===== config.mk =====
export PLATFORM = sky130hd
export DESIGN_NAME = nearest_centroid_assign_flat
export DESIGN_NICKNAME = d
export VERILOG_FILES = /design/src/hdl/nca_pkg.sv /design/src/hdl/nca_item_if.sv /design/src/hdl/nca_result_if.sv /design/src/hdl/nca_cell.sv /design/src/hdl/nearest_centroid_assign.sv /design/src/flat_wrapper.sv
export SDC_FILE = /design/constraint.sdc
export NUM_CORES = 2
export LEC_CHECK = 0
export BUFFER_PORTS_ARGS = -buffer_cell sky130_fd_sc_hd__buf_2
export CAP_MARGIN = 20
export CORE_UTILIZATION = 45
export DETAILED_ROUTE_END_ITERATION = 6
export PLACE_DENSITY = 0.74
export SYNTH_ARGS = -nofsm -noshare
export SYNTH_HDL_FRONTEND = slang
export SYNTH_SLANG_ARGS = --single-unit

===== constraint.sdc =====
create_clock -name clk -period 35.7 [get_ports clk]
set_input_delay 7.14 -clock clk [delete_from_list [all_inputs] [get_ports clk]]
set_output_delay 7.14 -clock clk [all_outputs]
set_load 0.005 [all_outputs]

===== src/hdl/nca_pkg.sv =====
package nca_pkg;

  localparam int COORD_FIELDS = 4;
  localparam int COORD_W      = 16;
  localparam int CLUSTER_ID_W = 3;
  localparam int LOAD_DIM_W   = 2;
  localparam int CLUSTERS_W   = 4;
  localparam int DIMS_W       = 3;
  localparam int APB_ADDR_W   = 3;
  localparam int APB_DATA_W   = 32;

  localparam logic [CLUSTERS_W-1:0] CLUSTERS_RESET = 4'd8;
  localparam logic [DIMS_W-1:0]     DIMS_RESET     = 3'd4;
  localparam logic [COORD_W-1:0]    SUM_START      = 16'hFFFF;

  // register index, taken from paddr[2]
  localparam logic REG_CLUSTERS = 1'b0;
  localparam logic REG_DIMS     = 1'b1;

  typedef enum logic {
    FUNC_LOAD     = 1'b0,
    FUNC_CLASSIFY = 1'b1
  } nca_func_t;

  typedef struct packed {
    logic [CLUSTERS_W-1:0] clusters;
    logic [DIMS_W-1:0]     dims;
  } nca_ctrl_t;

  typedef struct packed {
    nca_func_t                                func;
    logic [CLUSTER_ID_W-1:0]                  load_cluster;
    logic [LOAD_DIM_W-1:0]                    load_dim;
    logic [COORD_W-1:0]                       load_value;
    logic [COORD_FIELDS-1:0][COORD_W-1:0]     coord;
    logic [COORD_W-1:0]                       best_sum;
    logic [CLUSTER_ID_W-1:0]                  cluster_id;
  } nca_flow_t;

endpackage


===== src/hdl/nca_item_if.sv =====
interface nca_item_if;
  import nca_pkg::*;

  logic                        valid;
  logic                        ready;
  logic                        func;
  logic [CLUSTER_ID_W-1:0]     load_cluster;
  logic [LOAD_DIM_W-1:0]       load_dim;
  logic [COORD_W-1:0]          load_value;
  logic [COORD_W-1:0]          coord_0;
  logic [COORD_W-1:0]          coord_1;
  logic [COORD_W-1:0]          coord_2;
  logic [COORD_W-1:0]          coord_3;

  modport source (
    output valid, func, load_cluster, load_dim, load_value,
           coord_0, coord_1, coord_2, coord_3,
    input  ready
  );

  modport sink (
    input  valid, func, load_cluster, load_dim, load_value,
           coord_0, coord_1, coord_2, coord_3,
    output ready
  );
endinterface


===== src/hdl/nca_result_if.sv =====
interface nca_result_if;
  import nca_pkg::*;

  logic                    valid;
  logic                    ready;
  logic [CLUSTER_ID_W-1:0] cluster_id;
  logic [COORD_W-1:0]      best_sum;

  modport source (output valid, cluster_id, best_sum, input ready);
  modport sink (input valid, cluster_id, best_sum, output ready);
endinterface


===== src/hdl/nca_cell.sv =====
module nca_cell #(
  parameter int CLUSTER_INDEX = 0,
  parameter int CELL_DIMS     = 4
) (
  input  logic              clk,
  input  logic              rst,
  input  logic              en,
  input  nca_pkg::nca_ctrl_t ctrl,
  input  logic              valid_in,
  input  nca_pkg::nca_flow_t flow_in,
  output logic              valid_out,
  output nca_pkg::nca_flow_t flow_out
);
  import nca_pkg::*;

  logic [COORD_W-1:0] centroid [CELL_DIMS];
  logic [COORD_W-1:0] sum;
  logic               active;
  logic               load_hit;
  nca_flow_t          flow_next;

  always_comb begin
    sum = '0;
    for (int d = 0; d < CELL_DIMS; d++) begin
      if (d < int'(ctrl.dims)) begin
        sum = sum + flow_in.coord[d] - centroid[d];
      end
    end
  end

  assign active = (flow_in.func == FUNC_CLASSIFY) &&
                  (CLUSTER_INDEX < int'(ctrl.clusters));

  assign load_hit = en && valid_in && (flow_in.func == FUNC_LOAD) &&
                    (int'(flow_in.load_cluster) == CLUSTER_INDEX);

  // less-or-equal: ties go to the later cluster
  always_comb begin
    flow_next = flow_in;
    if (active && (sum <= flow_in.best_sum)) begin
      flow_next.best_sum   = sum;
      flow_next.cluster_id = CLUSTER_ID_W'(CLUSTER_INDEX);
    end
  end

  always_ff @(posedge clk) begin
    if (rst) begin
      valid_out <= 1'b0;
    end else if (en) begin
      valid_out <= valid_in;
    end
  end

  always_ff @(posedge clk) begin
    if (en) begin
      flow_out <= flow_next;
    end
  end

  always_ff @(posedge clk) begin
    for (int d = 0; d < CELL_DIMS; d++) begin
      if (load_hit && (int'(flow_in.load_dim) == d)) begin
        centroid[d] <= flow_in.load_value;
      end
    end
  end

endmodule


===== src/hdl/nearest_centroid_assign.sv =====
// channel   role  transaction
// item      sink  load one centroid word (func 0) or classify one point (func 1)
// result    src   cluster_id and best_sum, one per classify transaction
// apb       cfg   clusters_in_use at 0x0, dims_in_use at 0x4
//
// One item per cycle unless the chain holds; a classify result passes through
// one cell per cluster, each in use comparing its centroid against the running best.
// Loads walk the same chain and write their cell on the way, so order holds.
// rst is synchronous: chain emptied, registers to 8 and 4; centroids not cleared.
// The whole chain holds while a result waits and result.ready is low.
module nearest_centroid_assign #(
  parameter int CLUSTERS = 8,
  parameter int DIMS     = 4
) (
  input  logic                                clk,
  input  logic                                rst,
  nca_item_if.sink                            item,
  nca_result_if.source                        result,
  input  logic                                psel,
  input  logic                                penable,
  input  logic                                pwrite,
  input  logic [nca_pkg::APB_ADDR_W-1:0]      paddr,
  input  logic [nca_pkg::APB_DATA_W-1:0]      pwdata,
  output logic [nca_pkg::APB_DATA_W-1:0]      prdata,
  output logic                                pready
);
  import nca_pkg::*;

  localparam int DIM_TOP = (DIMS < COORD_FIELDS) ? DIMS : COORD_FIELDS;

  logic [CLUSTERS_W-1:0] clusters_in_use;
  logic [DIMS_W-1:0]     dims_in_use;
  nca_ctrl_t             ctrl;
  logic                  cfg_write;
  logic                  advance;
  logic                  valid [CLUSTERS+1];
  nca_flow_t             flow  [CLUSTERS+1];

  assign pready    = 1'b1;
  assign cfg_write = psel && penable && pwrite && pready;

  always_ff @(posedge clk) begin
    if (rst) begin
      clusters_in_use <= CLUSTERS_RESET;
      dims_in_use     <= DIMS_RESET;
    end else if (cfg_write) begin
      unique case (paddr[2])
        REG_CLUSTERS: clusters_in_use <= pwdata[CLUSTERS_W-1:0];
        REG_DIMS:     dims_in_use     <= pwdata[DIMS_W-1:0];
        default:      ;
      endcase
    end
  end

  always_comb begin
    unique case (paddr[2])
      REG_CLUSTERS: prdata = {{(APB_DATA_W-CLUSTERS_W){1'b0}}, clusters_in_use};
      REG_DIMS:     prdata = {{(APB_DATA_W-DIMS_W){1'b0}}, dims_in_use};
      default:      prdata = '0;
    endcase
  end

  always_comb begin
    if (clusters_in_use == '0) begin
      ctrl.clusters = CLUSTERS_W'(1);
    end else if (int'(clusters_in_use) > CLUSTERS) begin
      ctrl.clusters = CLUSTERS_W'(CLUSTERS);
    end else begin
      ctrl.clusters = clusters_in_use;
    end
    if (dims_in_use == '0) begin
      ctrl.dims = DIMS_W'(1);
    end else if (int'(dims_in_use) > DIM_TOP) begin
      ctrl.dims = DIMS_W'(DIM_TOP);
    end else begin
      ctrl.dims = dims_in_use;
    end
  end

  assign advance    = !result.valid || result.ready;
  assign item.ready = advance;

  assign valid[0]              = item.valid;
  assign flow[0].func          = nca_func_t'(item.func);
  assign flow[0].load_cluster  = item.load_cluster;
  assign flow[0].load_dim      = item.load_dim;
  assign flow[0].load_value    = item.load_value;
  assign flow[0].coord[0]      = item.coord_0;
  assign flow[0].coord[1]      = item.coord_1;
  assign flow[0].coord[2]      = item.coord_2;
  assign flow[0].coord[3]      = item.coord_3;
  assign flow[0].best_sum      = SUM_START;
  assign flow[0].cluster_id    = '0;

  for (genvar c = 0; c < CLUSTERS; c++) begin : g_cell
    nca_cell #(
      .CLUSTER_INDEX (c),
      .CELL_DIMS     (DIM_TOP)
    ) u_cell (
      .clk       (clk),
      .rst       (rst),
      .en        (advance),
      .ctrl      (ctrl),
      .valid_in  (valid[c]),
      .flow_in   (flow[c]),
      .valid_out (valid[c+1]),
      .flow_out  (flow[c+1])
    );
  end

  assign result.valid      = valid[CLUSTERS] && (flow[CLUSTERS].func == FUNC_CLASSIFY);
  assign result.cluster_id = flow[CLUSTERS].cluster_id;
  assign result.best_sum   = flow[CLUSTERS].best_sum;

  a_clusters_range: assert property (@(posedge clk) disable iff (rst)
    (ctrl.clusters != '0) && (int'(ctrl.clusters) <= CLUSTERS))
    else $error("cluster count out of range");

  a_dims_range: assert property (@(posedge clk) disable iff (rst)
    (ctrl.dims != '0) && (int'(ctrl.dims) <= DIM_TOP))
    else $error("dimension count out of range");

  a_stall_holds: assert property (@(posedge clk) disable iff (rst)
    !item.ready |=> result.valid && $stable(result.best_sum) &&
                    $stable(result.cluster_id))
    else $error("result lost while chain stalled");

  a_load_no_result: assert property (@(posedge clk) disable iff (rst)
    (valid[CLUSTERS] && (flow[CLUSTERS].func == FUNC_LOAD)) |-> !result.valid)
    else $error("load transaction produced a result");

endmodule


===== src/flat_wrapper.sv =====
// flat-port wrapper written by rule: the top's interface ports become plain ports
module nearest_centroid_assign_flat import nca_pkg::*;
#(
  parameter int CLUSTERS = 8,
  parameter int DIMS     = 4
)
  (clk, rst, psel, penable, pwrite, paddr, pwdata, prdata, pready, item_valid, item_func, item_load_cluster, item_load_dim, item_load_value, item_coord_0, item_coord_1, item_coord_2, item_coord_3, item_ready, result_valid, result_cluster_id, result_best_sum, result_ready);
  nca_item_if item_i ();
  nca_result_if result_i ();
  input  logic clk;
  input  logic rst;
  input  logic psel;
  input  logic penable;
  input  logic pwrite;
  input  logic [nca_pkg::APB_ADDR_W-1:0] paddr;
  input  logic [nca_pkg::APB_DATA_W-1:0] pwdata;
  output logic [nca_pkg::APB_DATA_W-1:0] prdata;
  output logic pready;
  input wire logic [$bits(item_i.valid)-1:0] item_valid;
  input wire logic [$bits(item_i.func)-1:0] item_func;
  input wire logic [$bits(item_i.load_cluster)-1:0] item_load_cluster;
  input wire logic [$bits(item_i.load_dim)-1:0] item_load_dim;
  input wire logic [$bits(item_i.load_value)-1:0] item_load_value;
  input wire logic [$bits(item_i.coord_0)-1:0] item_coord_0;
  input wire logic [$bits(item_i.coord_1)-1:0] item_coord_1;
  input wire logic [$bits(item_i.coord_2)-1:0] item_coord_2;
  input wire logic [$bits(item_i.coord_3)-1:0] item_coord_3;
  output wire logic [$bits(item_i.ready)-1:0] item_ready;
  output wire logic [$bits(result_i.valid)-1:0] result_valid;
  output wire logic [$bits(result_i.cluster_id)-1:0] result_cluster_id;
  output wire logic [$bits(result_i.best_sum)-1:0] result_best_sum;
  input wire logic [$bits(result_i.ready)-1:0] result_ready;
  assign item_i.valid = item_valid;
  assign item_i.func = item_func;
  assign item_i.load_cluster = item_load_cluster;
  assign item_i.load_dim = item_load_dim;
  assign item_i.load_value = item_load_value;
  assign item_i.coord_0 = item_coord_0;
  assign item_i.coord_1 = item_coord_1;
  assign item_i.coord_2 = item_coord_2;
  assign item_i.coord_3 = item_coord_3;
  assign item_ready = item_i.ready;
  assign result_valid = result_i.valid;
  assign result_cluster_id = result_i.cluster_id;
  assign result_best_sum = result_i.best_sum;
  assign result_i.ready = result_ready;
  nearest_centroid_assign #(.CLUSTERS(CLUSTERS), .DIMS(DIMS)) u_core (.clk(clk), .rst(rst), .item(item_i), .result(result_i), .psel(psel), .penable(penable), .pwrite(pwrite), .paddr(paddr), .pwdata(pwdata), .prdata(prdata), .pready(pready));
endmodule

# ---- After elaboration in Yosys (flattened, before gate mapping)
# Memories as Yosys holds them, arrays and structs flattened.
# Cells that the tools add are included.
dict set report totals {
  reg_bits 770
  latchBits 0
  ram_bits 512
  mem_bits_ro 0
  output_inout_bits 54
  mem_count 8
}
# name depth word_bits rd rd_clocked_by_memory_dff write_ports line_no
set memory_table {}
lappend memory_table {{u_core.g_cell[0].u_cell.centroid} 4 16 4 0 1 nca_cell.sv:16} ;# logic [COORD_W-1:0] centroid [CELL_DIMS];
lappend memory_table {{u_core.g_cell[1].u_cell.centroid} 4 16 4 0 1 nca_cell.sv:16}
lappend memory_table {{u_core.g_cell[2].u_cell.centroid} 4 16 4 0 1 nca_cell.sv:16}
lappend memory_table {{u_core.g_cell[3].u_cell.centroid} 4 16 4 0 1 nca_cell.sv:16}
lappend memory_table {{u_core.g_cell[4].u_cell.centroid} 4 16 4 0 1 nca_cell.sv:16}
lappend memory_table {{u_core.g_cell[5].u_cell.centroid} 4 16 4 0 1 nca_cell.sv:16}
lappend memory_table {{+2 memories} n/a n/a n/a n/a n/a n/a}
dict set report op_classes {
  addsub 56
  mul 0
  n_div 0
  n_lt_le_gt_ge 22
  eq_ne 31
  n_shift 0
  muxes 180
  bitwise 9
  n_reduce_logical 114
}
# cell count
set ops {}
lappend ops {{$mux W16} 56}
lappend ops {{$sub A16 B16 Y16} 32}
lappend ops {{$add A16 B16 Y16} 24}
lappend ops {{$reduce_or A16 Y1} 24}
lappend ops {{$mux W19} 7}
lappend ops {{$le A16 B16 Y1} 7}
lappend ops {{$mux W1} 88}
lappend ops {{$logic_and A1 B1 Y1} 75}
lappend ops {{$pmux W32 S2} 1}
lappend ops {{$mux W2} 24}
lappend ops {{$eq A2 B2 Y1 const B} 16}
lappend ops {{$eq A2 B1 Y1 const B} 8}
lappend ops {{$le A16 B16 Y1 const B} 1}
lappend ops {{$logic_not A2 Y1} 8}
lappend ops {{$lt A3 B4 Y1 const A} 4}
lappend ops {{$eq A3 B3 Y1 const B} 4}
lappend ops {{$not A1 Y1} 9}
lappend ops {{$lt A1 B4 Y1 const A} 2}
lappend ops {{$lt A2 B4 Y1 const A} 2}
lappend ops {{$mux W4} 2}
lappend ops {{$eq A3 B2 Y1 const B} 2}
lappend ops {{$logic_not A3 Y1} 2}
lappend ops {{$lt A1 B3 Y1 const A} 2}
lappend ops {{$lt A2 B3 Y1 const A} 2}
lappend ops {{8 further kinds} 10}

# ---- Longest topological paths before layout
dict set report logic_depth {
  word_depth 17
  mapped_depth 47
  mapped_depth_nobuf 46
}

# ---- By module
# Synthesis repeated with hierarchy kept, for this count alone.
dict set report hier_totals {
  hier_cells 7456
  hier_area_um2 85085.4
}
# mod instances cells_each area_per_inst_um2 seq_area_each_um2
set modules_own_cells {}
lappend modules_own_cells {{nca_cell (u_core.g_cell[2].u_cell)} 1 929 10632.7 5094.9}
lappend modules_own_cells {{nca_cell (u_core.g_cell[0].u_cell)} 1 932 10617.7 5094.9}
lappend modules_own_cells {{nca_cell (u_core.g_cell[3].u_cell)} 1 921 10542.6 5094.9}
lappend modules_own_cells {{nca_cell (u_core.g_cell[1].u_cell)} 1 926 10538.9 5094.9}
lappend modules_own_cells {{nca_cell (u_core.g_cell[4].u_cell)} 1 916 10533.9 5094.9}
lappend modules_own_cells {{nca_cell (u_core.g_cell[5].u_cell)} 1 915 10533.9 5094.9}
lappend modules_own_cells {{nca_cell (u_core.g_cell[6].u_cell)} 1 916 10532.6 5094.9}
lappend modules_own_cells {{nca_cell (u_core.g_cell[7].u_cell)} 1 925 10517.6 5094.9}
lappend modules_own_cells {nearest_centroid_assign 1 76 635.6 140.1}

# ---- Least setup slack after synthesis
# Ideal clock, no wire load.
dict set report synth_timing {
  path_kind {input-to-output}
  start {in result_ready}
  end {out item_ready}
  arrival_ns 27.622
  required_time_ns 28.560
  path_slack_ns 0.938
  cell_stages 3
  n_path_buf 1
  path_cell_list {nor2b_1 > inv_1 > buf_1}
}
dict set report synth_via {
  elab_chain_len 1
}
# item line_no
set synth_rtl {}
lappend synth_rtl {{from (decl)} flat_wrapper.sv:32} ;# input wire logic [$bits(result_i.ready)-1:0] result_ready;
lappend synth_rtl {{$logic_or A1 B1 Y1} nearest_centroid_assign.sv:80} ;# assign advance = !result.valid || result.ready;
lappend synth_rtl {{to (decl)} flat_wrapper.sv:28} ;# output wire logic [$bits(item_i.ready)-1:0] item_ready;
# Every way passes these cells.

# ---- Final worst setup path
# Same ends and word-level chain as after synthesis.

==> run_results.csv <==
group,metric,value,unit
yosys,synth_common_cells,"edfxtp_1, inv_1, ha_1",
floorplan,die-area,176000,µm²
clock_network,cts_root_buf,"clkbuf_16",
floorplan,start_util,0.455,
floorplan,rows,152,
yosys,synth.avg_cell_area,12.0,µm²
detailed_routing,wl_per_cell,22.2,µm
clock_network,cts_hold_buf,0,
yosys,ys_async_sr_fraction,0,
detailed_routing,wl,204000,µm
yosys,ys_seq_area_frac,0.486,
worst_setup_path,rr_endpoint,"u_core.g_cell[7].u_cell.flow_out[18]",
timing,rsz0062_at_grt,"no",
timing,fin_crit,15.38,ns
yosys,ys_warn_count,0,
clock_network,cts_resized,0,
worst_setup_path,crit_path_frequent_cell,"buf_2",
worst_setup_path,regToRegSetupSlack,24.16,ns
min_path,worstHoldPathCells,0,
yosys,synth_top_area_frac,0.483,
worst_setup_path,end_kind,"output pin",
placement,hpwlAfterDp,163000,µm
detailed_routing,drt_iter0_markers,3847,
timing,max_slew.worst_pin.slew,1.25,ns
outcome,status,"complete, no violations",
placement,portBuffers,122,
floorplan,coreArea,172000,µm²
timing,max_freq,65.0,MHz
placement,post-place-ws,20.10,ns
clock_network,h-tree-depth,4,
yosys,yosys_most_used_dff,"edfxtp_1",
yosys,ys_top_cells_by_area,"edfxtp_1, ha_1, fa_1",
clock_network,clockBufferDepth,3,
global_routing,grt_util_all_layers,0.234,
detailed_routing,dr.pass1.iters,6,
detailed_routing,viasPerCell,5.51,
clock_network,cts.sinks,1275,
global_routing,grt_pass1_wl,307000,µm
clock_network,clk_pin_slew,0.06,ns
finish,drive_gt1_frac,0.0997,
worst_setup_path,crit_slowest_cell,"inv_8",
worst_setup_path,slowest_delay,0.51,ns
detailed_routing,drc_errors,0,
worst_setup_path,r2r-start,"u_core.g_cell[6].u_cell.flow_out[19]",
finish,post-route-util,0.501,
global_routing,antenna_found_initial,3,
detailed_routing,vias,50540,
worst_setup_path,arrival,8.24,ns
yosys,synth_top_area_cell,"edfxtp_1",
worst_setup_path,required,28.56,ns
finish,syn_to_final_growth,10.1,%
yosys,ys_ff_latch,1275,
finish,nets,7867,
worst_setup_path,start_kind,"input pin",
worst_setup_path,path_cells,"buf_2 -> nor2b_2 -> buf_4 -> inv_8 -> buf_2",
worst_setup_path,r2r_cells,43,
clock_network,clk_latency,0.80,ns
min_path,hold_end,"u_core.g_cell[1].u_cell.flow_out[102]",
global_routing,grt_max_degree,116,
yosys,synth_area,78400,µm²
timing,fin_crit_sh,0.431,
clock_network,cts_buffers,140,
floorplan,fp.dieW,419,µm
job,drv_cap,0,
timing,slew_violations,0,
timing,fin_tns_setup,0,ns
worst_setup_path,path_class,"input pin to output pin",
timing,skew,0.0358,ns
clock_network,cts_tree,"yes",
yosys,synthCells,6556,
timing,fin_ws,20.32,ns
timing,finalSetupViolCount,0,
placement,gp_congestion,0.944,
worst_setup_path,critPathMaxFanout,115,
detailed_routing,drtAntennaViolNets,0,
clock_network,post_cts.repair.setup_buffers,0,
yosys,synth_edf_count,1260,
min_path,worstHoldPathType,"register to register",
timing,max_slew_margin,0.158,
floorplan,io_pins,182,
yosys,synth.most_common_cell,"edfxtp_1",
timing,hold_violations,0,
min_path,hold_start,"u_core.g_cell[0].u_cell.flow_out[102]",
yosys,synth_cell_types,101,
floorplan,die_h,419,µm
global_routing,grt_pass1_vias,52857,
global_routing,grt-ovfl-total,0,
## worst max-delay path by stage
stage,start,end,slack [ns],cells after the start
after floorplan,result_ready,item_ready,0.94,3
after global placement,item_coord_0[0],u_core.g_cell[0].u_cell.flow_out[18],20.04,34
after detailed placement,item_coord_0[0],u_core.g_cell[0].u_cell.flow_out[18],20.10,34
after CTS,result_ready,item_ready,20.24,5
after global routing,result_ready,item_ready,20.19,5
final,result_ready,item_ready,20.32,5
## sequential cells by signal (all words and copies together), names as in the netlist
signal / count
u_core.g_cell.u_cell.flow_out: 748
u_core.g_cell.u_cell.valid_out: 8
u_core.clusters_in_use: 4
u_core.dims_in_use: 3
u_core.g_cell.u_cell.centroid: 512
## layout make-up
| type | instances | area, µm² |
|---|---|---|
| Clock buffer | 170 | 3700 |
| Sequential cell | 1275 | 38100 |
| Multi-Input combinational cell | 4174 | 36100 |
| Antenna cell | 1 | 2.50 |
| Inverter | 994 | 3740 |
| Timing Repair Buffer | 170 | 983 |
| Clock inverter | 79 | 782 |
| Fill cell | 14749 | 86000 |
| Tap cell | 2310 | 2890 |
## per-layer routing
| layer | global-route usage | up-vias | routed length (µm) |
|---|---|---|---|
| met5 | 0 | - | 0 |
| met4 | 0.152 | 0 | 14700 |
| met3 | 0.0307 | 524 | 9050 |
| met2 | 0.420 | 1469 | 103000 |
| met1 | 0.260 | 24987 | 77200 |
| li1 | - | 23560 | - |
## layout by cell type, fill, tap and decap left out, types with 19 or more instances in the layout
cell type | netlist | layout
or3_1 | 43 | 43
and3_1 | 48 | 48
buf_2 | 10 | 122
or2_2 | 36 | 35
o211ai_1 | 32 | 32
clkbuf_16 | 0 | 144
edfxtp_1 | 1260 | 1260
a21o_1 | 136 | 136
clkinv_2 | 0 | 20
o21a_1 | 89 | 89
mux2_2 | 192 | 192
nand2_1 | 324 | 323
clkbuf_1 | 60 | 26
nand4_1 | 38 | 38
ha_1 | 616 | 616
o31ai_1 | 29 | 29
nand3_1 | 88 | 88
o21bai_1 | 42 | 42
xnor2_1 | 290 | 290
nand2b_1 | 65 | 65
nor2_1 | 306 | 303
clkinv_1 | 1 | 21
a21oi_1 | 363 | 361
fa_1 | 368 | 368
nor2b_1 | 57 | 56
a31oi_1 | 43 | 43
nor3_1 | 114 | 108
buf_4 | 48 | 47
o21ai_0 | 259 | 259
conb_1 | 2 | 29
mux2i_1 | 42 | 42
xor2_1 | 155 | 155
inv_1 | 992 | 991
a211o_1 | 23 | 23
a211oi_1 | 60 | 60
a31o_2 | 19 | 19
## cell families after synthesis
group	Yosys count	share of synthesized area
and+or+nand+nor	1214	0.0752
DFF	1275	0.486
buffers and inverters	1134	0.0567
adders and majority gates	984	0.192
other	2	0.0000958
muxes	235	0.0331
AOI/OAI and AO/OA	1262	0.105
xor gates and xnor gates	450	0.0511
## stage by stage
stage               cell area [µm²]  instances  hold WS, ns
detailed placement            81800       8923        0.427
floorplan                     78500       6583        0.417
global route                  86300       9172        0.457
global placement              81800       8923        0.423
CTS                           86300       9172        0.437
finish                        86300       9173        0.436
## critical path, delay by kind of cell
family / cells / cell delay, ns
buf+inv: 4 / 1.04
simple gates: 1 / 0.03
Power is not shown: default switching activity piles up to over one toggle a cycle in this logic, so the estimate is an artifact.
